==> src/hdl/v6pfx_pkg.sv <==
// shared constants, codes and types of the ipv6 prefix wire parser
`timescale 1ns / 1ps

package v6pfx_pkg;

  // address bytes a prefix may carry; the length limit follows from it
  localparam int ADDRESS_BYTES = 16;
  localparam int ADDR_BITS = ADDRESS_BYTES * 8;
  localparam int IDX_W = $clog2(ADDRESS_BYTES);
  localparam logic [8:0] LENGTH_LIMIT = 9'(ADDR_BITS);

  // width of the output address fields and of the bytes-used field
  localparam int OUT_ADDR_BITS = 128;
  localparam int USED_W = 5;

  // request queue between front and back
  localparam int QUEUE_DEPTH = 2;
  localparam int QPTR_W = (QUEUE_DEPTH > 1) ? $clog2(QUEUE_DEPTH) : 1;
  localparam int QCNT_W = $clog2(QUEUE_DEPTH + 1);

  typedef enum logic [1:0] {
    PH_LENGTH = 2'd0,
    PH_GATHER = 2'd1,
    PH_SKIP   = 2'd2
  } phase_t;

  typedef enum logic [1:0] {
    ST_OK      = 2'd0,
    ST_INVALID = 2'd1,
    ST_TRUNC   = 2'd2
  } status_t;

  // one finished prefix, address still unmasked
  typedef struct packed {
    logic [ADDR_BITS-1:0] addr;
    logic [7:0]           len;
    logic [USED_W-1:0]    used;
    status_t              status;
  } entry_t;

endpackage

==> src/hdl/v6pfx_if.sv <==
// valid/ready channels for wire bytes and decoded prefixes
`timescale 1ns / 1ps

interface v6pfx_byte_if;
  logic       valid;
  logic       ready;
  logic [7:0] byte_value;
  logic       end_of_buffer;

  modport source (output valid, output byte_value, output end_of_buffer, input ready);
  modport sink (input valid, input byte_value, input end_of_buffer, output ready);
endinterface

interface v6pfx_prefix_if;
  logic        valid;
  logic        ready;
  logic [63:0] address_upper;
  logic [63:0] address_lower;
  logic [7:0]  prefix_length;
  logic [4:0]  bytes_consumed;
  logic [1:0]  status;

  modport source (output valid, output address_upper, output address_lower,
                  output prefix_length, output bytes_consumed, output status,
                  input ready);
  modport sink (input valid, input address_upper, input address_lower,
                input prefix_length, input bytes_consumed, input status,
                output ready);
endinterface

==> src/hdl/v6pfx_front.sv <==
// front end: takes wire bytes, tracks the prefix phase and gathers address bytes
`timescale 1ns / 1ps

module v6pfx_front (
  input  logic              clk,
  input  logic              rst,
  v6pfx_byte_if.sink        wire_bytes,
  input  logic              queue_full,
  output logic              push,
  output v6pfx_pkg::entry_t entry
);
  import v6pfx_pkg::*;

  phase_t           phase, phase_next;
  logic [7:0]       held_length, held_length_next;
  logic [IDX_W-1:0] byte_idx, byte_idx_next;
  logic [7:0]       gathered [ADDRESS_BYTES];

  logic                 fire;
  logic                 too_long;
  logic                 last_byte;
  logic                 eob;
  logic [7:0]           b;
  logic [7:0]           last_idx;
  logic [ADDR_BITS-1:0] addr_now;
  logic [USED_W-1:0]    used_now;

  assign wire_bytes.ready = !queue_full;
  assign fire      = wire_bytes.valid && wire_bytes.ready;
  assign b         = wire_bytes.byte_value;
  assign eob       = wire_bytes.end_of_buffer;
  assign too_long  = {1'b0, b} > LENGTH_LIMIT;
  assign last_idx  = (held_length - 8'd1) >> 3;
  assign last_byte = byte_idx == last_idx[IDX_W-1:0];
  assign used_now  = USED_W'(byte_idx) + USED_W'(2);

  // gathered bytes with the incoming byte dropped into its slot
  always_comb begin
    for (int i = 0; i < ADDRESS_BYTES; i++) begin
      addr_now[ADDR_BITS-1-8*i -: 8] = (IDX_W'(i) == byte_idx) ? b : gathered[i];
    end
  end

  // next phase
  always_comb begin
    phase_next = phase;
    unique case (phase)
      PH_GATHER: begin
        if (fire && (last_byte || eob)) phase_next = PH_LENGTH;
      end
      PH_SKIP: begin
        if (fire && eob) phase_next = PH_LENGTH;
      end
      default: begin
        phase_next = PH_LENGTH;
        if (fire) begin
          if (too_long) begin
            phase_next = eob ? PH_LENGTH : PH_SKIP;
          end else if (b != 8'd0 && !eob) begin
            phase_next = PH_GATHER;
          end
        end
      end
    endcase
  end

  // requests and held values
  always_comb begin
    push             = 1'b0;
    entry.addr       = addr_now;
    entry.len        = held_length;
    entry.used       = used_now;
    entry.status     = ST_OK;
    held_length_next = held_length;
    byte_idx_next    = byte_idx;
    unique case (phase)
      PH_GATHER: begin
        if (fire) begin
          byte_idx_next = byte_idx + 1'b1;
          if (last_byte) begin
            push = 1'b1;
          end else if (eob) begin
            push         = 1'b1;
            entry.status = ST_TRUNC;
          end
        end
      end
      PH_SKIP: begin
        byte_idx_next = byte_idx;
      end
      default: begin
        byte_idx_next = '0;
        if (fire) begin
          entry.used = USED_W'(1);
          if (too_long) begin
            push         = 1'b1;
            entry.len    = 8'd0;
            entry.status = ST_INVALID;
          end else begin
            held_length_next = b;
            entry.len        = b;
            if (b == 8'd0) begin
              push = 1'b1;
            end else if (eob) begin
              push         = 1'b1;
              entry.status = ST_TRUNC;
            end
          end
        end
      end
    endcase
  end

  always_ff @(posedge clk) begin
    if (rst) begin
      phase       <= PH_LENGTH;
      held_length <= 8'd0;
      byte_idx    <= '0;
    end else begin
      phase       <= phase_next;
      held_length <= held_length_next;
      byte_idx    <= byte_idx_next;
    end
  end

  always_ff @(posedge clk) begin
    if (fire && phase == PH_GATHER) begin
      gathered[byte_idx] <= b;
    end
  end

  // gather index never runs past the final address byte
  a_idx_in_range: assert property (@(posedge clk) disable iff (rst)
    phase == PH_GATHER |-> byte_idx <= last_idx[IDX_W-1:0])
    else $error("gather index beyond last address byte");

  // a result always closes the prefix
  a_push_closes: assert property (@(posedge clk) disable iff (rst)
    push |=> phase == PH_LENGTH || phase == PH_SKIP)
    else $error("still gathering after a result");

  // a truncated result never claims a whole prefix
  a_trunc_used: assert property (@(posedge clk) disable iff (rst)
    push && entry.status == ST_TRUNC |-> entry.used <= USED_W'(ADDRESS_BYTES))
    else $error("truncated result reports too many bytes");

endmodule

==> src/hdl/v6pfx_queue.sv <==
// short request queue between front and back
`timescale 1ns / 1ps

module v6pfx_queue (
  input  logic              clk,
  input  logic              rst,
  input  logic              push,
  input  v6pfx_pkg::entry_t push_entry,
  output logic              full,
  input  logic              pop,
  output v6pfx_pkg::entry_t pop_entry,
  output logic              not_empty
);
  import v6pfx_pkg::*;

  entry_t            slots [QUEUE_DEPTH];
  logic [QPTR_W-1:0] wr_ptr, rd_ptr;
  logic [QCNT_W-1:0] count;

  assign full      = count == QCNT_W'(QUEUE_DEPTH);
  assign not_empty = count != '0;
  assign pop_entry = slots[rd_ptr];

  always_ff @(posedge clk) begin
    if (rst) begin
      wr_ptr <= '0;
      rd_ptr <= '0;
      count  <= '0;
    end else begin
      if (push) begin
        wr_ptr <= (wr_ptr == QPTR_W'(QUEUE_DEPTH - 1)) ? '0 : wr_ptr + 1'b1;
      end
      if (pop) begin
        rd_ptr <= (rd_ptr == QPTR_W'(QUEUE_DEPTH - 1)) ? '0 : rd_ptr + 1'b1;
      end
      if (push && !pop) begin
        count <= count + 1'b1;
      end else if (pop && !push) begin
        count <= count - 1'b1;
      end
    end
  end

  always_ff @(posedge clk) begin
    if (push) begin
      slots[wr_ptr] <= push_entry;
    end
  end

  a_no_overflow: assert property (@(posedge clk) disable iff (rst)
    full |-> !push)
    else $error("request pushed into a full queue");

  a_no_underflow: assert property (@(posedge clk) disable iff (rst)
    pop |-> not_empty)
    else $error("request popped from an empty queue");

endmodule

==> src/hdl/v6pfx_back.sv <==
// back end: masks the gathered address and holds the result for the sink
`timescale 1ns / 1ps

module v6pfx_back (
  input  logic              clk,
  input  logic              rst,
  input  logic              has_entry,
  input  v6pfx_pkg::entry_t entry,
  output logic              pop,
  v6pfx_prefix_if.source    prefixes
);
  import v6pfx_pkg::*;

  logic                     out_valid;
  logic [ADDR_BITS-1:0]     keep;
  logic [OUT_ADDR_BITS-1:0] wide;

  assign pop = has_entry && (!out_valid || prefixes.ready);
  assign prefixes.valid = out_valid;

  // keep bit j (counted from the first wire bit) while j is under the length
  always_comb begin
    for (int j = 0; j < ADDR_BITS; j++) begin
      keep[ADDR_BITS-1-j] = 9'(j) < {1'b0, entry.len};
    end
  end

  always_comb begin
    wide = '0;
    if (entry.status == ST_OK) begin
      wide[OUT_ADDR_BITS-1 -: ADDR_BITS] = entry.addr & keep;
    end
  end

  always_ff @(posedge clk) begin
    if (rst) begin
      out_valid <= 1'b0;
    end else if (pop) begin
      out_valid <= 1'b1;
    end else if (prefixes.ready) begin
      out_valid <= 1'b0;
    end
  end

  always_ff @(posedge clk) begin
    if (pop) begin
      prefixes.address_upper  <= wide[127:64];
      prefixes.address_lower  <= wide[63:0];
      prefixes.prefix_length  <= entry.len;
      prefixes.bytes_consumed <= entry.used;
      prefixes.status         <= entry.status;
    end
  end

endmodule

==> src/hdl/ipv6_prefix_wire_parser.sv <==
// top level of the ipv6 prefix wire parser
`timescale 1ns / 1ps

// Decodes IPv6 prefixes in wire form (a length byte, then ceil(length/8)
// address bytes) from a stream of one byte per request, and gives one
// result per prefix: the address with bits past the length cleared, the
// length and the bytes used. A length above 128 gives an invalid status
// and the bytes up to the end-of-buffer mark are dropped; an end mark
// before the last address byte gives a truncated status. The block takes
// one byte every cycle while the queue is not full. A result is written
// into the queue by the edge that takes the byte completing it, and then
// loads into the output register once that is free. The front end tracks
// the phase and gathers bytes into a 16-byte register; finished prefixes
// go through a two-entry queue to the back end, which masks the address
// and holds it in an output register. Input ready drops only once the
// queue is full, that is with one stalled result in the output register
// and two more waiting behind it; reset needs no clearing pass.
module ipv6_prefix_wire_parser (
  input logic            clk,
  input logic            rst,
  v6pfx_byte_if.sink     wire_bytes,
  v6pfx_prefix_if.source prefixes
);
  import v6pfx_pkg::*;

  // front to queue
  logic   push;
  entry_t push_entry;
  logic   queue_full;

  // queue to back
  logic   pop;
  entry_t pop_entry;
  logic   has_entry;

  // phase tracking and byte gathering
  v6pfx_front u_front (
    .clk        (clk),
    .rst        (rst),
    .wire_bytes (wire_bytes),
    .queue_full (queue_full),
    .push       (push),
    .entry      (push_entry)
  );

  // decouples the byte side from output stalls
  v6pfx_queue u_queue (
    .clk        (clk),
    .rst        (rst),
    .push       (push),
    .push_entry (push_entry),
    .full       (queue_full),
    .pop        (pop),
    .pop_entry  (pop_entry),
    .not_empty  (has_entry)
  );

  // masking and output register
  v6pfx_back u_back (
    .clk       (clk),
    .rst       (rst),
    .has_entry (has_entry),
    .entry     (pop_entry),
    .pop       (pop),
    .prefixes  (prefixes)
  );

endmodule

==> src/flat_wrapper.sv <==
// flat-port wrapper written by rule: the top's interface ports become plain ports
module ipv6_prefix_wire_parser_flat import v6pfx_pkg::*;
  (clk, rst, wire_bytes_valid, wire_bytes_byte_value, wire_bytes_end_of_buffer, wire_bytes_ready, prefixes_valid, prefixes_address_upper, prefixes_address_lower, prefixes_prefix_length, prefixes_bytes_consumed, prefixes_status, prefixes_ready);
  v6pfx_byte_if wire_bytes_i ();
  v6pfx_prefix_if prefixes_i ();
  input logic clk;
  input logic rst;
  input wire logic [$bits(wire_bytes_i.valid)-1:0] wire_bytes_valid;
  input wire logic [$bits(wire_bytes_i.byte_value)-1:0] wire_bytes_byte_value;
  input wire logic [$bits(wire_bytes_i.end_of_buffer)-1:0] wire_bytes_end_of_buffer;
  output wire logic [$bits(wire_bytes_i.ready)-1:0] wire_bytes_ready;
  output wire logic [$bits(prefixes_i.valid)-1:0] prefixes_valid;
  output wire logic [$bits(prefixes_i.address_upper)-1:0] prefixes_address_upper;
  output wire logic [$bits(prefixes_i.address_lower)-1:0] prefixes_address_lower;
  output wire logic [$bits(prefixes_i.prefix_length)-1:0] prefixes_prefix_length;
  output wire logic [$bits(prefixes_i.bytes_consumed)-1:0] prefixes_bytes_consumed;
  output wire logic [$bits(prefixes_i.status)-1:0] prefixes_status;
  input wire logic [$bits(prefixes_i.ready)-1:0] prefixes_ready;
  assign wire_bytes_i.valid = wire_bytes_valid;
  assign wire_bytes_i.byte_value = wire_bytes_byte_value;
  assign wire_bytes_i.end_of_buffer = wire_bytes_end_of_buffer;
  assign wire_bytes_ready = wire_bytes_i.ready;
  assign prefixes_valid = prefixes_i.valid;
  assign prefixes_address_upper = prefixes_i.address_upper;
  assign prefixes_address_lower = prefixes_i.address_lower;
  assign prefixes_prefix_length = prefixes_i.prefix_length;
  assign prefixes_bytes_consumed = prefixes_i.bytes_consumed;
  assign prefixes_status = prefixes_i.status;
  assign prefixes_i.ready = prefixes_ready;
  ipv6_prefix_wire_parser u_core (.clk(clk), .rst(rst), .wire_bytes(wire_bytes_i), .prefixes(prefixes_i));
endmodule
==> config.mk <==
export PLATFORM = sky130hd
export DESIGN_NAME = ipv6_prefix_wire_parser_flat
export DESIGN_NICKNAME = d
export VERILOG_FILES = /design/src/hdl/v6pfx_pkg.sv /design/src/hdl/v6pfx_if.sv /design/src/hdl/v6pfx_front.sv /design/src/hdl/v6pfx_queue.sv /design/src/hdl/v6pfx_back.sv /design/src/hdl/ipv6_prefix_wire_parser.sv /design/src/flat_wrapper.sv
export SDC_FILE = /design/constraint.sdc
export NUM_CORES = 1
export LEC_CHECK = 0
export BUFFER_PORTS_ARGS = -buffer_cell sky130_fd_sc_hd__buf_2
export CELL_PAD_IN_SITES_DETAIL_PLACEMENT = 1
export CELL_PAD_IN_SITES_GLOBAL_PLACEMENT = 1
export CORE_UTILIZATION = 30
export DETAILED_ROUTE_END_ITERATION = 10
export PLACE_DENSITY_LB_ADDON = 0.1
export SLEW_MARGIN = 20
export SYNTH_ARGS = -nofsm -noshare
export SYNTH_HDL_FRONTEND = slang
export SYNTH_HIERARCHICAL = 1
export SYNTH_SLANG_ARGS = --single-unit
==> constraint.sdc <==
create_clock -name clk -period 27.3 [get_ports clk]
set_clock_uncertainty 0.1 [all_clocks]
set_input_delay 5.46 -clock clk [delete_from_list [all_inputs] [get_ports clk]]
set_output_delay 5.46 -clock clk [all_outputs]
set_load 0.05 [all_outputs]
==> results of run 1 <==
## kinds of logic after synthesis
| family | Yosys count | synth area share, % |
|---|---|---|
| compound gates | 118 | 3.44 |
| buf+inv | 90 | 2.00 |
| flops | 577 | 72.7 |
| xor+xnor | 11 | 0.409 |
| mux | 273 | 14.2 |
| fa+ha+maj | 8 | 0.425 |
| simple gates | 312 | 6.87 |
## final timing paths
kind	from	depth (start not counted)	slack [ps]	to
max	wire_bytes_byte_value[3]	10	18710	u_core/u_queue/slots[1][32]$_DFFE_PP_
min reg2reg	u_core/u_queue/rd_ptr$_SDFFE_PP0P_	2	410	flip-flop
max reg2reg	u_core/u_front/byte_idx[3]$_SDFFE_PP0P_	7	23150	u_core/u_queue/slots[1][32]$_DFFE_PP_
min	u_core/u_queue/rd_ptr$_SDFFE_PP0P_	2	410	flip-flop
## routing by layer
metal | vias up | wire length [um] | GRT usage (%)
met3 | 78 | 2560 | 2.60
met2 | 261 | 32300 | 27.9
met4 | 0 | 1690 | 5.81
met1 | 6518 | 30300 | 22.5
met5 | - | 0 | 0
li1 | 5679 | - | -
## final cells by class
cell class / count / area (um^2)
fillers: 7965 / 50000
clock buffers: 88 / 1860
inverters: 12 / 45.0
well taps: 1040 / 1300
flip-flops and latches: 577 / 17100
repair buffers: 190 / 1070
clock inverters: 30 / 155
multi-input cells: 722 / 6020
## critical path, delay by kind of cell
family | cells | cell delay (ps)
buffers and inverters | 3 | 1270
AOI/OAI and AO/OA | 1 | 210
and+or+nand+nor | 5 | 1320
xor gates and xnor gates | 1 | 270
## flip-flops by register name (all words and copies together), names as in the netlist, named ones only
signal,cells
u_core/u_front/gathered,128
u_core/u_back/prefixes.status,2
u_core/u_back/prefixes.valid,1
u_core/u_front/phase,2
u_core/u_front/byte_idx,4
u_core/u_back/prefixes.prefix_length,8
u_core/u_front/held_length,8
u_core/u_back/prefixes.bytes_consumed,5
u_core/u_back/prefixes.address_lower,64
u_core/u_queue/count,2
u_core/u_queue/wr_ptr,1
u_core/u_back/prefixes.address_upper,64
u_core/u_queue/rd_ptr,1
u_core/u_queue/slots,286
## synthesized netlist by cell type, types with 15 or more instances
master	number	area, um^2
and3_1	68	425
mux2_4	70	1050
buf_2	21	105
nand2_1	99	372
and2_1	15	93.8
a21oi_1	33	165
mux2_2	89	1000
nand3_1	15	75.1
o21ai_0	24	120
o211a_1	16	160
edfxtp_1	557	16700
clkbuf_1	36	135
mux2_1	112	1260
dfxtp_1	20	400
nor2_1	71	267
## through the flow
step / utilization, % / power [mW] / instances / area, um^2 / worst slack [ps]
floorplan: - / 1.97 / 1389 / 23600 / 9690
global placement: 32.9 / 2.22 / 2541 / 25600 / 18040
detailed placement: 33.0 / 2.22 / 2541 / 25600 / 18060
CTS: 35.5 / 3.08 / 2659 / 27600 / 18670
global route: 35.5 / 3.15 / 2659 / 27600 / 18430
finish: 35.5 / 3.02 / 2659 / 27600 / 18710
## power breakdown
part           switching [mW]  total, mW  internal (mW)
clock network           0.351      0.838          0.487
registers              0.0423       1.21           1.17
logic                   0.720      0.968          0.248
==> flow_summary_export.csv, run 1 <==
group,metric,value,unit
worst_setup_path,start_kind,"primary input",
logic_synthesis,synth_fp_nets,1410,
timing,setup_tns,0,ps
global_routing,gr-usage-all-layers,16.9,%
clock_tree,postCtsSetupRepairBufs,0,
timing,fin_crit_sh,31.5,%
flow_run,maxCapViolCount,0,
drt,dr.pass1.iters,7,
placement,port_buffers,157,
timing,slew_violations,0,
floorplan,die_w,282,um
drt,drc_errors,0,
global_routing,grt_overflow,0,
drt,wl_per_cell,25.2,um
worst_setup_path,cpMostUsedCell,"buf_4",
timing,timing.final.hold_violations,0,
logic_synthesis,synth_seq_cells,577,
worst_setup_path,endpoint_kind,"flip-flop",
worst_setup_path,arrival,8700,ps
logic_synthesis,synthFlopType,"edfxtp_1",
worst_hold_path,hold_path_class,"reg2reg",
global_routing,grt_max_degree,146,
logic_synthesis,async_flop_share,0,%
floorplan,core-area,77600,um^2
worst_setup_path,cp_max_fo,69,
clock_tree,cts_root_buf,"clkbuf_16",
cells_and_area,drive_gt1_share,28.5,%
logic_synthesis,synth_area_per_cell,17.0,um^2
timing,setup_viol,0,
floorplan,start_util,30.4,%
worst_setup_path,path_cells,"buf_2 > buf_4 > nor4_1 > nand2_1 > xnor2_1 > nor3_1 > nor2_1 > o21a_1 > and2_4 > buf_4",
clock_tree,ctsHoldBuffers,0,
status,status,"complete, no violations",
drt,num_vias,12500,
worst_setup_path,cp.required,27410,ps
worst_setup_path,max_stage_delay,900,ps
global_routing,grt_pass1_vias,13200,
logic_synthesis,synth_cells,1389,
timing,fmax,0.116,GHz
cells_and_area,nets,1593,
floorplan,ioPinCount,158,
floorplan,die-area,79700,um^2
logic_synthesis,synth.distinct_cells,62,
logic_synthesis,synth_edf_count,557,
clock_tree,cts_buffer_depth,3,
cells_and_area,area_growth,17.1,%
logic_synthesis,syn_area,23600,um^2
drt,drtIter0Drc,605,
timing,rsz0062_at_grt,"false",
timing,hold_ws,411,ps
clock_tree,cts_max_level,3,
pwr,powerDensity,109,nW/um^2
timing,slew_headroom,21.6,%
clock_tree,clk_latency,600,ps
cells_and_area,final_common_cell,"edfxtp_1",
placement,gp_congestion,0.714,
cells_and_area,most-common-layout-cells,"557 x edfxtp_1, 157 x buf_2, 112 x mux2_1",
drt,wl,66900,um
logic_synthesis,yosysWarnings,6,
timing,fin_crit,8590,ps
worst_setup_path,cpMaxStageDelayCell,"buf_4",
cells_and_area,n_antenna_cell,0,
clock_tree,cts-buffers-inserted,69,
global_routing,grt_antenna_before_repair,0,
placement,hpwl,39800,um
drt,ant_nets,0,
clock_tree,path_clk_slew,60,ps
clock_tree,cts_sinks,577,
drt,routed_via_density,4.71,
clock_tree,ctsResizeCount,0,
floorplan,die_y,282,um
logic_synthesis,seq_area_frac_synth,72.7,%
pwr,peakVddDrop,0.000209,V
floorplan,num_rows,102,
timing,tightest_slew,1180,ps
global_routing,grt_first_pass_wirelength,95100,um
clock_tree,cts_tree,"done",
worst_setup_path,timing_worst_setup_path_type,"in2reg",
pwr,p_leak,9.79,nW
No activity file was read; power rests on OpenSTA's default activity.
==> run 2: changes to the inputs <==
==> constraint.sdc (replaced) <==
create_clock -name clk -period 8.1 [get_ports clk]
set_clock_uncertainty 0.1 [all_clocks]
set_input_delay 1.62 -clock clk [delete_from_list [all_inputs] [get_ports clk]]
set_output_delay 1.62 -clock clk [all_outputs]
set_load 0.05 [all_outputs]
==> flow_summary_export.csv, run 2 (synthesis results as in run 1) <==
group,metric,value,unit
status,status,"complete, no violations",
timing,slew_violations,0,
floorplan,die_y,282,um
clock_tree,cts_root_buf,"clkbuf_16",
worst_setup_path,arrival,4750,ps
floorplan,core-area,77600,um^2
timing,fmax,0.216,GHz
timing,setup_viol,0,
floorplan,ioPinCount,158,
pwr,finalPower,10.3,mW
drt,drtIter0Drc,794,
pwr,p_leak,9.85,nW
cells_and_area,most-common-layout-cells,"557 x edfxtp_1, 157 x buf_2, 112 x mux2_1",
global_routing,grt_overflow,0,
drt,routed_via_density,4.73,
floorplan,start_util,30.4,%
flow_run,maxCapViolCount,0,
floorplan,num_rows,102,
worst_setup_path,cp_max_fo,88,
clock_tree,cts_sinks,577,
global_routing,grt_antenna_before_repair,2,
clock_tree,ctsHoldBuffers,0,
global_routing,gr-usage-all-layers,16.8,%
pwr,powerDensity,373,nW/um^2
floorplan,die-area,79700,um^2
floorplan,die_w,282,um
cells_and_area,reg_top3,"u_core/u_queue/slots: 286 flops, u_core/u_front/gathered: 128 flops",
drt,ant_nets,0,
clock_tree,cts-buffers-inserted,68,
timing,slew_headroom,30.5,%
clock_tree,cts_buffer_depth,3,
timing,rsz0062_at_grt,"false",
clock_tree,ctsResizeCount,0,
clock_tree,cts_max_level,3,
drt,num_vias,12600,
global_routing,grt_pass1_vias,13300,
placement,hpwl,40400,um
timing,timing.final.hold_violations,0,
cells_and_area,largest_reg_flops,286,
clock_tree,cts_tree,"done",
worst_setup_path,cp.required,8210,ps
cells_and_area,final_common_cell,"edfxtp_1",
clock_tree,postCtsSetupRepairBufs,0,
timing,setup_tns,0,ps
worst_setup_path,start_kind,"primary input",
worst_setup_path,endpoint_kind,"flip-flop",
global_routing,grt_first_pass_wirelength,95200,um
worst_setup_path,timing_worst_setup_path_type,"in2reg",
global_routing,grt_max_degree,97,
pwr,peakVddDrop,0.000196,V
cells_and_area,n_antenna_cell,0,
clock_tree,clk_latency,600,ps
cells_and_area,area_growth,17.7,%
worst_hold_path,hold_path_class,"reg2reg",
drt,wl_per_cell,24.9,um
timing,tightest_slew,1040,ps
timing,fin_crit,4640,ps
placement,port_buffers,157,
placement,gp_congestion,0.741,
clock_tree,path_clk_slew,60,ps
cells_and_area,top_register,"u_core/u_queue/slots",
cells_and_area,drive_gt1_share,29.0,%
drt,wl,66300,um
timing,fin_crit_sh,57.2,%
drt,dr.pass1.iters,4,
cells_and_area,nets,1595,
drt,drc_errors,0,
## run 2: worst max-delay path: stages
cell and delay (ps):
buf_2 100, buf_4 280, nor4_1 440, nand2_1 170, xnor2_1 260, nor3_1 80, nor2_1 120, o21a_1 230
and2_4 780, buf_12 540
## run 2: metrics by stage
step	hold WS, ps	util, %	setup slack (ps)	instances	area [um^2]
4_1_cts	402	35.7	3440	2661	27700
6_report	398	35.7	3460	2661	27700
5_1_grt	444	35.7	3190	2661	27700
2_1_floorplan	356	-	1010	1389	23600
3_3_place_gp	384	33.0	2830	2544	25600
3_5_place_dp	394	33.0	2810	2544	25600
## run 2: power breakdown
group          switching, mW  total (mW)  internal (mW)
Combinational           2.44        3.27          0.829
Clock                   1.20        3.02           1.82
Sequential             0.122        4.06           3.93
## run 2: metal layers
| layer | GRT usage (%) | vias up | wire [um] |
|---|---|---|---|
| met5 | 0 | - | 27 |
| met4 | 4.89 | 4 | 1520 |
| met3 | 3.06 | 87 | 2580 |
| met2 | 27.5 | 226 | 31500 |
| met1 | 22.6 | 6570 | 30700 |
| li1 | - | 5699 | - |
## run 2: worst paths after layout
kind | start | to | slack, ps | cells after the start
worst min register to register | u_core/u_front/phase[1]$_SDFFE_PP0P_ | u_core/u_front/phase[1]$_SDFFE_PP0P_ | 400 | 2
worst max register to register | u_core/u_front/byte_idx[3]$_SDFFE_PP0P_ | u_core/u_queue/slots[1][10]$_DFFE_PP_ | 4100 | 7
worst min-delay path | u_core/u_front/phase[1]$_SDFFE_PP0P_ | u_core/u_front/phase[1]$_SDFFE_PP0P_ | 400 | 2
worst max-delay path | wire_bytes_byte_value[3] | u_core/u_queue/slots[1][10]$_DFFE_PP_ | 3460 | 10
## run 2: cell type report
cell class | instances | area (um^2)
fill | 7878 | 49900
sequential | 577 | 17100
multi-input combinational | 722 | 6020
clock buffer | 88 | 1840
tap | 1040 | 1300
timing repair buffer | 193 | 1080
clock inverter | 29 | 315
inverter | 12 | 45.0
==> run 3: changes to the inputs <==
==> constraint.sdc (replaced) <==
create_clock -name clk -period 4.4 [get_ports clk]
set_clock_uncertainty 0.1 [all_clocks]
set_input_delay 0.88 -clock clk [delete_from_list [all_inputs] [get_ports clk]]
set_output_delay 0.88 -clock clk [all_outputs]
set_load 0.05 [all_outputs]
==> flow_summary_export.csv, run 3 (synthesis results as in run 1) <==
group,metric,value,unit
worst_setup_path,cp_max_fo,88,
global_routing,gr-usage-all-layers,17.1,%
worst_hold_path,hold_end,"u_core/u_front/phase[0]$_SDFFE_PP0P_",
drt,ant_nets,0,
pwr,p_int,12.0,mW
global_routing,grt_antenna_before_repair,4,
timing,fmax,0.298,GHz
timing,fin_crit,3350,ps
placement,placed_area,25700,um^2
worst_setup_path,r2r_cells,7,
global_routing,grt_first_pass_wirelength,96500,um
drt,dr.pass1.iters,4,
timing,slew_headroom,32.1,%
timing,worst_slack,1050,ps
worst_hold_path,hold_path_class,"reg2reg",
floorplan,die_w,282,um
clock_tree,cts_buffer_depth,3,
pwr,p_clk_share,28.5,%
flow_run,maxCapViolCount,0,
timing,setup_tns,0,ps
cells_and_area,most-common-layout-cells,"557 x edfxtp_1, 157 x buf_2, 112 x mux2_1",
clock_tree,ctsHoldBuffers,0,
timing,timing.final.hold_violations,0,
drt,drc_errors,0,
clock_tree,postCtsSetupRepairBufs,0,
clock_tree,cts_tree,"done",
placement,gp_congestion,0.725,
floorplan,num_rows,102,
timing,setup_viol,0,
pwr,comb_power_share,31.8,%
clock_tree,cts_max_level,3,
cells_and_area,post-route-util,35.9,%
placement,port_buffers,157,
global_routing,grt_max_degree,89,
timing,slew_violations,0,
clock_tree,clk_latency,610,ps
pwr,power_frac_seq,39.7,%
floorplan,start_util,30.4,%
global_routing,grt_overflow,0,
floorplan,die-area,79700,um^2
cells_and_area,nets,1609,
worst_setup_path,arrival,3470,ps
worst_hold_path,hold_depth,2,
drt,num_vias,12600,
cells_and_area,n_antenna_cell,0,
clock_tree,cts-buffers-inserted,68,
pwr,finalPower,19.0,mW
placement,hpwl,41900,um
timing,tightest_slew,1020,ps
pwr,switching_power,7.00,mW
clock_tree,cts_root_buf,"clkbuf_16",
pwr,swShare,36.8,%
worst_setup_path,r2r_end,"u_core/u_queue/slots[0][116]$_DFFE_PP_",
cells_and_area,largest_reg_flops,286,
pwr,powerDensity,682,nW/um^2
clock_tree,cts_sinks,577,
drt,drtIter0Drc,762,
floorplan,core-area,77600,um^2
floorplan,ioPinCount,158,
pwr,p_leak,9.93,nW
placement,place_ws,907,ps
drt,wl_per_cell,25.3,um
cells_and_area,area_growth,18.3,%
worst_setup_path,timing_worst_setup_path_type,"reg2reg",
pwr,peakVddDrop,0.000504,V
worst_setup_path,start_kind,"flip-flop",
worst_setup_path,endpoint_kind,"flip-flop",
global_routing,grt_pass1_vias,13300,
worst_hold_path,holdCritStartpoint,"u_core/u_front/phase[0]$_SDFFE_PP0P_",
worst_setup_path,reg2reg_from,"u_core/u_front/byte_idx[3]$_SDFFE_PP0P_",
cells_and_area,final_common_cell,"edfxtp_1",
drt,wl,67700,um
worst_setup_path,r2r_slack,1050,ps
cells_and_area,final_area,27900,um^2
worst_setup_path,cp.required,4520,ps
cells_and_area,top_register,"u_core/u_queue/slots",
clock_tree,ctsResizeCount,0,
drt,routed_via_density,4.69,
cells_and_area,final.fill_count,7941,
clock_tree,path_clk_slew,60,ps
timing,rsz0062_at_grt,"false",
status,status,"complete, no violations",
floorplan,die_y,282,um
cells_and_area,drive_gt1_share,29.9,%
cells_and_area,reg_top3,"u_core/u_queue/slots: 286 flops, u_core/u_front/gathered: 128 flops",
timing,fin_crit_sh,76.2,%
## run 3: cell type report
type,instances,area (um^2),area share [%]
Timing Repair Buffer,207,1240,4.44
Clock buffer,84,1820,6.55
Clock inverter,38,300,1.08
Sequential cell,577,17100,61.5
Inverter,12,45.0,0.162
Tap cell,1040,1300,4.67
Multi-Input combinational cell,722,6020,21.6
## run 3: metrics by stage
stage | hold WS [ps] | cells
final | 401 | 2680
after global placement | 383 | 2558
after detailed placement | 393 | 2558
after CTS | 402 | 2680
after floorplan | 356 | 1389
after global routing | 447 | 2680
## run 3: worst max-delay path, stage by stage (launching register included)
cell and delay (ps):
dfxtp_1 670, xnor2_1 230, or4b_1 490, a311o_1 360
nand2_1 100, o21a_1 200, nor2b_4 230, buf_12 370
## run 3: how the worst max path moves through the flow
stage                                                 start                                      to  slack (ps)  cells past startpoint
finish              u_core/u_front/byte_idx[3]$_SDFFE_PP0P_  u_core/u_queue/slots[0][116]$_DFFE_PP_        1050                      7
global route        u_core/u_front/byte_idx[3]$_SDFFE_PP0P_  u_core/u_queue/slots[0][140]$_DFFE_PP_         910                      7
CTS                 u_core/u_front/byte_idx[3]$_SDFFE_PP0P_   u_core/u_queue/slots[0][18]$_DFFE_PP_        1050                      7
detailed placement                 wire_bytes_byte_value[4]   u_core/u_queue/slots[0][18]$_DFFE_PP_         910                      9
global placement                   wire_bytes_byte_value[4]   u_core/u_queue/slots[0][20]$_DFFE_PP_         840                      9
floorplan                          wire_bytes_byte_value[6]    u_core/u_queue/slots[0][0]$_DFFE_PP_        -270                      8
## run 3: per-layer routing
layer,vias up,share of wire [%],GRT usage [%]
li1,5723,-,-
met2,231,49,28.7
met4,0,2.2,5.41
met3,66,3.2,2.26
met1,6553,46,22.9
met5,-,0,0
## run 3: power by group through the flow
stage	Clock, mW	Combinational (mW)	Sequential (mW)
finish	5.42	6.04	7.54
global route	5.78	6.38	7.63
CTS	5.60	6.21	7.56
detailed placement	0	6.19	7.66
global placement	0	6.18	7.66
floorplan	0	2.36	9.53
